File: src/hw/rtl/e131pc_pkg.sv
// ----------------------------------------------------------------------------
// e131pc_pkg
// Shared types and constants for the E1.31 packet classifier.
// ----------------------------------------------------------------------------
package e131pc_pkg;

	localparam int MAX_PACKET_BYTES_DEF = 638;
	localparam int OFFSET_W             = 11;
	localparam int Q_DEPTH              = 4;
	localparam int Q_PTR_W              = $clog2(Q_DEPTH);
	localparam int Q_CNT_W              = $clog2(Q_DEPTH + 1);

	localparam logic [31:0] ROOT_DATA        = 32'h0000_0004;
	localparam logic [31:0] ROOT_EXTENDED    = 32'h0000_0008;
	localparam logic [31:0] FRAME_DATA       = 32'h0000_0002;
	localparam logic [31:0] FRAME_SYNC       = 32'h0000_0001;
	localparam logic [31:0] FRAME_DISCOVERY  = 32'h0000_0002;
	localparam logic [7:0]  DMP_SET_PROPERTY = 8'h02;
	localparam logic [31:0] DISCOVERY_LIST   = 32'h0000_0001;
	localparam logic [7:0]  DMP_ADDR_TYPE    = 8'hA1;
	localparam logic [7:0]  DMP_ADDR_INC     = 8'h01;
	localparam logic [15:0] PROP_COUNT_MAX   = 16'd513;
	localparam logic [11:0] MIN_LEN_ANY      = 12'd48;
	localparam logic [11:0] MIN_LEN_DATA     = 12'd125;
	localparam logic [11:0] MIN_LEN_DISC     = 12'd119;

	typedef enum logic [1:0] {
		KIND_INVALID   = 2'd0,
		KIND_DATA      = 2'd1,
		KIND_SYNC      = 2'd2,
		KIND_DISCOVERY = 2'd3
	} kind_t;

	typedef struct packed {
		logic        slot_valid;
		logic [8:0]  slot_number;
		logic [7:0]  slot_data;
		logic [15:0] target_universe;
		logic        verdict_valid;
		kind_t       kind;
		logic        bcast;
		logic [15:0] sync_universe;
	} result_t;

	// Preamble sizes and ACN packet identifier
	function automatic logic [7:0] head_byte(input logic [3:0] idx);
		logic [7:0] v;
		case (idx)
			4'd1:    v = 8'h10;
			4'd4:    v = 8'h41;
			4'd5:    v = 8'h53;
			4'd6:    v = 8'h43;
			4'd7:    v = 8'h2D;
			4'd8:    v = 8'h45;
			4'd9:    v = 8'h31;
			4'd10:   v = 8'h2E;
			4'd11:   v = 8'h31;
			4'd12:   v = 8'h37;
			default: v = 8'h00;
		endcase
		return v;
	endfunction

endpackage

File: src/hw/rtl/e131pc_front.sv
// ----------------------------------------------------------------------------
// e131pc_front
// Byte parser: header checks, field capture and packet classification.
// ----------------------------------------------------------------------------
module e131pc_front #(
	parameter int MAX_PACKET_BYTES = e131pc_pkg::MAX_PACKET_BYTES_DEF
) (
	input  logic                  clk,
	input  logic                  arst_n,
	input  logic                  take,
	input  logic [7:0]            payload_byte,
	input  logic                  end_of_packet,
	input  logic                  via_broadcast,
	output logic                  push,
	output e131pc_pkg::result_t   push_data
);

	localparam logic [e131pc_pkg::OFFSET_W-1:0] OFF_LIMIT =
		e131pc_pkg::OFFSET_W'(MAX_PACKET_BYTES);
	localparam logic [e131pc_pkg::OFFSET_W-1:0] OFF_MAX = '1;

	logic [e131pc_pkg::OFFSET_W-1:0] off_q;
	logic        fault_q;
	logic [31:0] root_q, frame_q, layer_q;
	logic [15:0] univ_q, psync_q, pcount_q;

	logic        fault_n;
	logic [31:0] root_n, frame_n, layer_n;
	logic [15:0] univ_n, psync_n, pcount_n;
	logic        is_data, is_sync, is_disc;
	logic        slot;
	logic [16:0] slot_hi;
	logic [11:0] len;
	e131pc_pkg::kind_t kind;

	always_comb begin
		root_n   = root_q;
		frame_n  = frame_q;
		layer_n  = layer_q;
		univ_n   = univ_q;
		psync_n  = psync_q;
		pcount_n = pcount_q;
		fault_n  = fault_q;

		if (off_q < 11'd16) begin
			if (payload_byte != e131pc_pkg::head_byte(off_q[3:0]))
				fault_n = 1'b1;
		end else if (off_q >= 11'd18 && off_q <= 11'd21) begin
			root_n = {root_q[23:0], payload_byte};
			if (off_q == 11'd21 && root_n != e131pc_pkg::ROOT_DATA &&
			    root_n != e131pc_pkg::ROOT_EXTENDED)
				fault_n = 1'b1;
		end else if (off_q >= 11'd40 && off_q <= 11'd43) begin
			frame_n = {frame_q[23:0], payload_byte};
			if (off_q == 11'd43) begin
				if (root_n == e131pc_pkg::ROOT_DATA && frame_n != e131pc_pkg::FRAME_DATA)
					fault_n = 1'b1;
				if (root_n == e131pc_pkg::ROOT_EXTENDED &&
				    frame_n != e131pc_pkg::FRAME_SYNC &&
				    frame_n != e131pc_pkg::FRAME_DISCOVERY)
					fault_n = 1'b1;
			end
		end

		is_data = root_n == e131pc_pkg::ROOT_DATA && frame_n == e131pc_pkg::FRAME_DATA;
		is_sync = root_n == e131pc_pkg::ROOT_EXTENDED && frame_n == e131pc_pkg::FRAME_SYNC;
		is_disc = root_n == e131pc_pkg::ROOT_EXTENDED &&
			frame_n == e131pc_pkg::FRAME_DISCOVERY;

		if ((off_q == 11'd45 || off_q == 11'd46) && is_sync)
			psync_n = {psync_q[7:0], payload_byte};
		if ((off_q == 11'd109 || off_q == 11'd110) && is_data)
			psync_n = {psync_q[7:0], payload_byte};
		if ((off_q == 11'd113 || off_q == 11'd114) && is_data)
			univ_n = {univ_q[7:0], payload_byte};

		if (off_q >= 11'd114 && off_q <= 11'd117) begin
			layer_n = {layer_q[23:0], payload_byte};
			if (off_q == 11'd117) begin
				if (is_data && layer_n[7:0] != e131pc_pkg::DMP_SET_PROPERTY)
					fault_n = 1'b1;
				if (is_disc && layer_n != e131pc_pkg::DISCOVERY_LIST)
					fault_n = 1'b1;
			end
		end

		if (is_data) begin
			if (off_q == 11'd118 && payload_byte != e131pc_pkg::DMP_ADDR_TYPE)
				fault_n = 1'b1;
			if ((off_q == 11'd119 || off_q == 11'd120 || off_q == 11'd121) &&
			    payload_byte != 8'h00)
				fault_n = 1'b1;
			if (off_q == 11'd122 && payload_byte != e131pc_pkg::DMP_ADDR_INC)
				fault_n = 1'b1;
			if (off_q == 11'd123 || off_q == 11'd124) begin
				pcount_n = {pcount_q[7:0], payload_byte};
				if (off_q == 11'd124 &&
				    (pcount_n == 16'd0 || pcount_n > e131pc_pkg::PROP_COUNT_MAX))
					fault_n = 1'b1;
			end
		end

		if (off_q >= OFF_LIMIT)
			fault_n = 1'b1;

		slot_hi = 17'd124 + {1'b0, pcount_n};
		slot = is_data && !fault_n && off_q >= 11'd126 && {6'd0, off_q} <= slot_hi;

		len  = {1'b0, off_q} + 12'd1;
		kind = e131pc_pkg::KIND_INVALID;
		if (!fault_n && len >= e131pc_pkg::MIN_LEN_ANY) begin
			if (is_data && len >= e131pc_pkg::MIN_LEN_DATA)
				kind = e131pc_pkg::KIND_DATA;
			else if (is_sync)
				kind = e131pc_pkg::KIND_SYNC;
			else if (is_disc && len >= e131pc_pkg::MIN_LEN_DISC)
				kind = e131pc_pkg::KIND_DISCOVERY;
		end
		if (!end_of_packet)
			kind = e131pc_pkg::KIND_INVALID;
	end

	assign push = take && (slot || end_of_packet);

	always_comb begin
		push_data.slot_valid      = slot;
		push_data.slot_number     = slot ? 9'(off_q - 11'd126) : 9'd0;
		push_data.slot_data       = slot ? payload_byte : 8'd0;
		push_data.target_universe = univ_n;
		push_data.verdict_valid   = end_of_packet;
		push_data.kind            = kind;
		push_data.bcast           = via_broadcast;
		push_data.sync_universe   = psync_n;
	end

	always_ff @(posedge clk or negedge arst_n) begin
		if (!arst_n) begin
			off_q    <= '0;
			fault_q  <= 1'b0;
			root_q   <= '0;
			frame_q  <= '0;
			layer_q  <= '0;
			univ_q   <= '0;
			psync_q  <= '0;
			pcount_q <= '0;
		end else if (take) begin
			if (end_of_packet) begin
				off_q    <= '0;
				fault_q  <= 1'b0;
				root_q   <= '0;
				frame_q  <= '0;
				layer_q  <= '0;
				univ_q   <= '0;
				psync_q  <= '0;
				pcount_q <= '0;
			end else begin
				if (off_q != OFF_MAX)
					off_q <= off_q + 1'b1;
				fault_q  <= fault_n;
				root_q   <= root_n;
				frame_q  <= frame_n;
				layer_q  <= layer_n;
				univ_q   <= univ_n;
				psync_q  <= psync_n;
				pcount_q <= pcount_n;
			end
		end
	end

endmodule

File: src/hw/rtl/e131pc_queue.sv
// ----------------------------------------------------------------------------
// e131pc_queue
// Short FIFO of classified results between parser and output stage.
// ----------------------------------------------------------------------------
module e131pc_queue (
	input  logic                 clk,
	input  logic                 arst_n,
	input  logic                 push,
	input  e131pc_pkg::result_t  push_data,
	input  logic                 pop,
	output e131pc_pkg::result_t  head,
	output logic                 empty,
	output logic                 full
);

	e131pc_pkg::result_t mem_q [e131pc_pkg::Q_DEPTH];
	logic [e131pc_pkg::Q_PTR_W-1:0] wr_ptr_q, rd_ptr_q;
	logic [e131pc_pkg::Q_CNT_W-1:0] count_q;

	assign empty = count_q == '0;
	assign full  = count_q == e131pc_pkg::Q_CNT_W'(e131pc_pkg::Q_DEPTH);
	assign head  = mem_q[rd_ptr_q];

	always_ff @(posedge clk) begin
		if (push)
			mem_q[wr_ptr_q] <= push_data;
	end

	always_ff @(posedge clk or negedge arst_n) begin
		if (!arst_n) begin
			wr_ptr_q <= '0;
			rd_ptr_q <= '0;
			count_q  <= '0;
		end else begin
			if (push)
				wr_ptr_q <= wr_ptr_q + 1'b1;
			if (pop)
				rd_ptr_q <= rd_ptr_q + 1'b1;
			if (push && !pop)
				count_q <= count_q + 1'b1;
			else if (pop && !push)
				count_q <= count_q - 1'b1;
		end
	end

`ifndef SYNTHESIS
	a_no_overflow: assert property (@(posedge clk) disable iff (!arst_n)
		push |-> !full || pop)
		else $error("queue push while full");

	a_no_underflow: assert property (@(posedge clk) disable iff (!arst_n)
		pop |-> !empty)
		else $error("queue pop while empty");

	a_count_bound: assert property (@(posedge clk) disable iff (!arst_n)
		count_q <= e131pc_pkg::Q_CNT_W'(e131pc_pkg::Q_DEPTH))
		else $error("queue count out of range");
`endif

endmodule

File: src/hw/rtl/e131pc_back.sv
// ----------------------------------------------------------------------------
// e131pc_back
// Output stage: broadcast filter, sync universe store and sync request.
// ----------------------------------------------------------------------------
module e131pc_back (
	input  logic                 clk,
	input  logic                 arst_n,
	input  logic                 cfg_wr_en,
	input  logic                 cfg_wr_data,
	input  e131pc_pkg::result_t  head,
	input  logic                 empty,
	output logic                 pop,
	output logic                 out_valid,
	input  logic                 out_stall,
	output logic                 slot_valid,
	output logic [8:0]           slot_number,
	output logic [7:0]           slot_data,
	output logic [15:0]          target_universe,
	output logic                 verdict_valid,
	output logic [1:0]           packet_kind,
	output logic                 accepted,
	output logic                 fire_sync
);

	logic        bcast_accept_q;
	logic [15:0] stored_sync_q;
	logic        out_valid_q;
	e131pc_pkg::result_t res_q;
	logic        acc_q, fire_q;

	logic acc, fire, store;

	assign pop = !empty && (!out_valid_q || !out_stall);

	always_comb begin
		acc   = 1'b0;
		fire  = 1'b0;
		store = 1'b0;
		case (head.kind)
			e131pc_pkg::KIND_DISCOVERY: begin
				acc = 1'b1;
			end
			e131pc_pkg::KIND_DATA: begin
				if (!(head.bcast && !bcast_accept_q)) begin
					acc   = 1'b1;
					store = 1'b1;
					fire  = head.sync_universe == 16'd0;
				end
			end
			e131pc_pkg::KIND_SYNC: begin
				if (!(head.bcast && !bcast_accept_q)) begin
					acc  = 1'b1;
					fire = head.sync_universe == stored_sync_q;
				end
			end
			default: begin
				acc = 1'b0;
			end
		endcase
	end

	always_ff @(posedge clk or negedge arst_n) begin
		if (!arst_n) begin
			bcast_accept_q <= 1'b1;
			stored_sync_q  <= '0;
			out_valid_q    <= 1'b0;
		end else begin
			if (cfg_wr_en)
				bcast_accept_q <= cfg_wr_data;
			if (pop && store)
				stored_sync_q <= head.sync_universe;
			if (pop)
				out_valid_q <= 1'b1;
			else if (!out_stall)
				out_valid_q <= 1'b0;
		end
	end

	always_ff @(posedge clk) begin
		if (pop) begin
			res_q  <= head;
			acc_q  <= acc;
			fire_q <= fire;
		end
	end

	assign out_valid       = out_valid_q;
	assign slot_valid      = res_q.slot_valid;
	assign slot_number     = res_q.slot_number;
	assign slot_data       = res_q.slot_data;
	assign target_universe = res_q.target_universe;
	assign verdict_valid   = res_q.verdict_valid;
	assign packet_kind     = res_q.kind;
	assign accepted        = acc_q;
	assign fire_sync       = fire_q;

`ifndef SYNTHESIS
	a_fire_needs_acc: assert property (@(posedge clk) disable iff (!arst_n)
		out_valid_q && fire_q |-> acc_q && res_q.verdict_valid)
		else $error("sync fired on a packet not accepted");

	a_acc_needs_kind: assert property (@(posedge clk) disable iff (!arst_n)
		out_valid_q && acc_q |-> res_q.kind != e131pc_pkg::KIND_INVALID)
		else $error("invalid packet accepted");

	a_store_on_data: assert property (@(posedge clk) disable iff (!arst_n)
		pop && !store |=> $stable(stored_sync_q))
		else $error("sync universe changed without an accepted data packet");
`endif

endmodule

File: src/hw/rtl/e131_packet_classifier_unit.sv
// Each result is written into the result queue and then registered at the output; out_stall can hold it in the queue.
// Throughput: one payload byte per cycle, sustained while the output is not stalled.
// A four-entry result queue lets the parser run on while the output stage is stalled.
// Reset (arst_n low) clears parser state, the queue and the stored sync universe,
// and sets broadcast_accept to 1. No clearing pass follows reset.
// ----------------------------------------------------------------------------
// e131_packet_classifier_unit
// E1.31 receive classifier: header parser, result queue and output stage.
// ----------------------------------------------------------------------------
module e131_packet_classifier_unit #(
	parameter int MAX_PACKET_BYTES = e131pc_pkg::MAX_PACKET_BYTES_DEF
) (
	input  logic        clk,
	input  logic        arst_n,
	input  logic        cfg_wr_en,
	input  logic        cfg_wr_data,
	input  logic        in_valid,
	output logic        in_stall,
	input  logic [7:0]  payload_byte,
	input  logic        end_of_packet,
	input  logic        via_broadcast,
	output logic        out_valid,
	input  logic        out_stall,
	output logic        slot_valid,
	output logic [8:0]  slot_number,
	output logic [7:0]  slot_data,
	output logic [15:0] target_universe,
	output logic        verdict_valid,
	output logic [1:0]  packet_kind,
	output logic        accepted,
	output logic        fire_sync
);

	logic                take;
	logic                push, pop, empty, full;
	e131pc_pkg::result_t push_data, head;

	assign in_stall = full;
	assign take     = in_valid && !full;

	e131pc_front #(
		.MAX_PACKET_BYTES (MAX_PACKET_BYTES)
	) u_front (
		.clk           (clk),
		.arst_n        (arst_n),
		.take          (take),
		.payload_byte  (payload_byte),
		.end_of_packet (end_of_packet),
		.via_broadcast (via_broadcast),
		.push          (push),
		.push_data     (push_data)
	);

	e131pc_queue u_queue (
		.clk       (clk),
		.arst_n    (arst_n),
		.push      (push),
		.push_data (push_data),
		.pop       (pop),
		.head      (head),
		.empty     (empty),
		.full      (full)
	);

	e131pc_back u_back (
		.clk             (clk),
		.arst_n          (arst_n),
		.cfg_wr_en       (cfg_wr_en),
		.cfg_wr_data     (cfg_wr_data),
		.head            (head),
		.empty           (empty),
		.pop             (pop),
		.out_valid       (out_valid),
		.out_stall       (out_stall),
		.slot_valid      (slot_valid),
		.slot_number     (slot_number),
		.slot_data       (slot_data),
		.target_universe (target_universe),
		.verdict_valid   (verdict_valid),
		.packet_kind     (packet_kind),
		.accepted        (accepted),
		.fire_sync       (fire_sync)
	);

endmodule
File: config.mk
export PLATFORM = sky130hd
export DESIGN_NAME = e131_packet_classifier_unit
export DESIGN_NICKNAME = d
export VERILOG_FILES = /design/src/hw/rtl/e131pc_pkg.sv /design/src/hw/rtl/e131pc_front.sv /design/src/hw/rtl/e131pc_queue.sv /design/src/hw/rtl/e131pc_back.sv /design/src/hw/rtl/e131_packet_classifier_unit.sv
export SDC_FILE = /design/constraint.sdc
export NUM_CORES = 1
export LEC_CHECK = 0
export ABC_AREA = 0
export BUFFER_PORTS_ARGS = -buffer_cell sky130_fd_sc_hd__buf_2
export CORE_ASPECT_RATIO = 1.2
export CORE_MARGIN = 2
export CORE_UTILIZATION = 35
export DETAILED_ROUTE_END_ITERATION = 10
export GPL_TIMING_DRIVEN = 0
export SLEW_MARGIN = 20
export SYNTH_ARGS = -nofsm -noshare
export SYNTH_HDL_FRONTEND = slang
export SYNTH_SLANG_ARGS = --single-unit
File: constraint.sdc
create_clock -name clk -period 16.1 [get_ports clk]
set_input_delay 1.61 -clock clk [delete_from_list [all_inputs] [get_ports clk]]
set_output_delay 1.61 -clock clk [all_outputs]
set_load 0.03 [all_outputs]
==> summary.md <==
| Metric | Value |
|---|---|
| Synth Instances | 1316 |
| Largest net degree at the start of global routing | 96 |
| Data required time of the critical path | 16390 ps |
| GRT Util Overall | 16.7% |
| Fin Hold WS | 492 ps |
| Highest Clock Rate | 0.114 GHz |
| H-tree levels | 2 |
| EDFF count, synth | 255 |
| Core area | 53600 um^2 |
| Slew HR | 23.3% |
| Slew @ Worst Pin | 1150 ps |
| #FFs+latches synth | 428 |
| Synth Area per Inst | 14.4 um^2 |
| CP Data Arrival Time | 9070 ps |
| CP Max Fanout | 10 |
| Detailed placement HPWL | 31600 um |
| Reg2Reg Depth | 29 |
| Drt total wl | 46100 um |
| Period utilisation layout | 54.5% |
| Rows | 93 |
| Cts repair resizes | 0 |
| Crit Path Class | in -> reg |
| TritonCTS Sinks | 428 |
| Worst hold stages | 2 |
| Drt wl/cell | 21.0 um |
| Hold Path Class | reg -> reg |
| GRT overflow | 0 |
| TNS Setup | 0 ps |
| Iteration-0 DRC Markers | 982 |
| Lkg Pwr | 0.00873 uW |
| Clock Root Buffer | clkbuf_16 |
| CP peak stage delay | 780 ps |
| Routed vias | 11800 |
| Synth cell types | 74 |
| Max-Cap Viols | 0 |
| Mean number of vias per cell | 5.40 |
| PD cells | 141 nW/um^2 |
| Antenna diodes | 0 |
| Count of final setup violators | 0 |
| Min cycle time layout | 8780 ps |
| Final Hold Fails | 0 |
| Post-synthesis sequential area ratio | 63.1% |
| Effective utilization at floorplan | 35.4% |
| Share of post-route cells with drive strength above 1 | 20.7% |
| Cell Area, Synth | 19000 um^2 |
| DP Area | 20500 um^2 |
| Vias in the first global route | 12300 |
| Hold Buf Count CTS | 0 |
| Post-route cell area | 22100 um^2 |
| CTS buffer count | 44 |
| Layout Nets | 1495 |
| Clock transition at path regs | 60 ps |
| Setup Fix Bufs, Post-CTS | 0 |
| Commonest cells after routing, fill and taps aside | edfxtp_1, dfrtp_1, a22o_1 |
| CTS tree | yes |
| Async S/R FF share, synth | 40.4% |
| Type of origin of the critical path | input pin |
| IO Port Bufs | 50 |
| RePlAce Congestion | 0.895 |
| DRC viols | 0 |
| Die area | 56100 um^2 |
| I/O pin count | 57 |
| Worst Skew | 20.1 ps |
| Top FF cell, synth | edfxtp_1 |
| CTS max path bufs | 3 |
| CP dominant cell by count | mux2i_1 |
| CP max-delay cell | nor3_1 |
| DR pass1 iterations | 7 |
| Yosys warns | 0 |
| Die Y | 259 um |
| Outcome | finished clean |
| Area growth from synthesis to layout | 16.3% |
| Syn nets | 1365 |
| Peak supply drop | 0.0738 mV |
| Clock latency on the worst-skew pair | 590 ps |
| Most common cell after layout, fill and taps aside | edfxtp_1 |
| Total power | 3110 uW |
| Final ANT Viol Nets | 0 |
| Crit end category | flip-flop |
| RSZ-0062 raised after global routing | false |
| First-pass GRT wire length | 72600 um |
| Initial antenna violation count | 3 |
| Die Span X | 217 um |
| Slew Limit Fails | 0 |
-- power by group --
| part | internal [uW] | switching (uW) | total (uW) |
|---|---|---|---|
| Combinational | 269 | 435 | 705 |
| Clock | 638 | 440 | 1080 |
| Sequential | 1290 | 40.9 | 1330 |
-- state kept, by name, indices dropped and copies added (netlist names), 3 cells and up --
register,cells
u_queue.mem_q,216
u_front.frame_q,32
u_front.root_q,32
u_front.layer_q,24
u_back.stored_sync_q,16
u_back.target_universe,16
u_front.pcount_q,16
u_front.psync_q,16
u_front.univ_q,16
u_front.off_q,11
u_back.slot_number,9
u_back.slot_data,8
u_queue.count_q,3
-- logic make-up after synthesis --
family | after synthesis | synth area share, %
buf+inv | 108 | 2.49
xor+xnor | 44 | 2.03
simple gates | 300 | 8.62
compound gates | 280 | 11.1
mux | 123 | 10.4
flops | 428 | 63.1
fa+ha+maj | 33 | 2.21
-- final cells by class --
type,count,area [um^2]
sequential,428,12000
fill,4921,31600
timing repair buffer,84,621
inverter,18,67.6
multi-input combinational,780,6570
clock buffer,59,1230
tap,712,891
buffer,90,407
clock inverter,22,300
-- critical path: cells and delay by family --
kind / cells / cell delay, ps
AND/OR/NAND/NOR: 7 / 2320
multiplexers: 5 / 1700
buffers and inverters: 6 / 1430
AO/OA/AOI/OAI: 5 / 1250
adder cells (fa/ha/maj): 2 / 590
XOR/XNOR: 1 / 130
-- routing by layer --
metal / up-vias / routed length (um) / GRT usage, %
li1: 5380 / - / -
met1: 6076 / 19600 / 21.5
met2: 310 / 22900 / 28.4
met3: 79 / 2320 / 3.23
met4: 0 / 1260 / 5.44
met5: - / 0 / 0
-- stage by stage --
stage,util [%],std cells,worst slack [ps]
6_report,41.1,2193,7320
5_1_grt,41.1,2193,6680
4_1_cts,41.1,2193,7410
3_5_place_dp,38.3,2112,6760
3_3_place_gp,37.5,2078,749
2_1_floorplan,-,1316,5410
-- final timing paths --
path	startpoint	to	slack, ps
worst min register to register	u_front.fault_q	u_front.fault_q	490
worst min-delay path	u_front.fault_q	u_front.fault_q	490
max in group asynchronous	arst_n	u_front.root_q[7]	14170
worst max-delay path	payload_byte[4]	u_queue.mem_q[2][31]	7320
min in group asynchronous	arst_n	u_back.out_valid	990
worst max register to register	u_front.off_q[2]	u_queue.mem_q[2][31]	7440
-- cells in the mapped netlist (all sizes together), types with 3 or more instances --
cell,count,share of area (%)
a211o,3,0.14
a211oi,5,0.26
a21oi,23,0.63
a22o,104,4.8
a22oi,34,1.3
a31oi,8,0.26
a41oi,3,0.14
and2b,3,0.12
and3,10,0.33
buf,21,0.77
clkbuf,69,1.4
dfrtp,172,23
edfxtp,255,40
ha,32,2.1
inv,18,0.36
mux2,52,3.1
mux2i,17,0.90
mux4,54,6.4
nand2,85,1.7
nand2b,10,0.33
nand3,22,0.58
nand3b,3,0.12
nand4,19,0.71
nor2,37,0.73
nor2b,17,0.56
nor3,32,1.1
nor3b,14,0.61
nor4,32,1.1
o211ai,4,0.16
o21a,5,0.20
o21ai,63,1.7
o31ai,7,0.28
or3,5,0.19
or4,3,0.14
xnor2,31,1.4
xor2,13,0.60
Note: power is estimated with default switching activity, not from simulation.
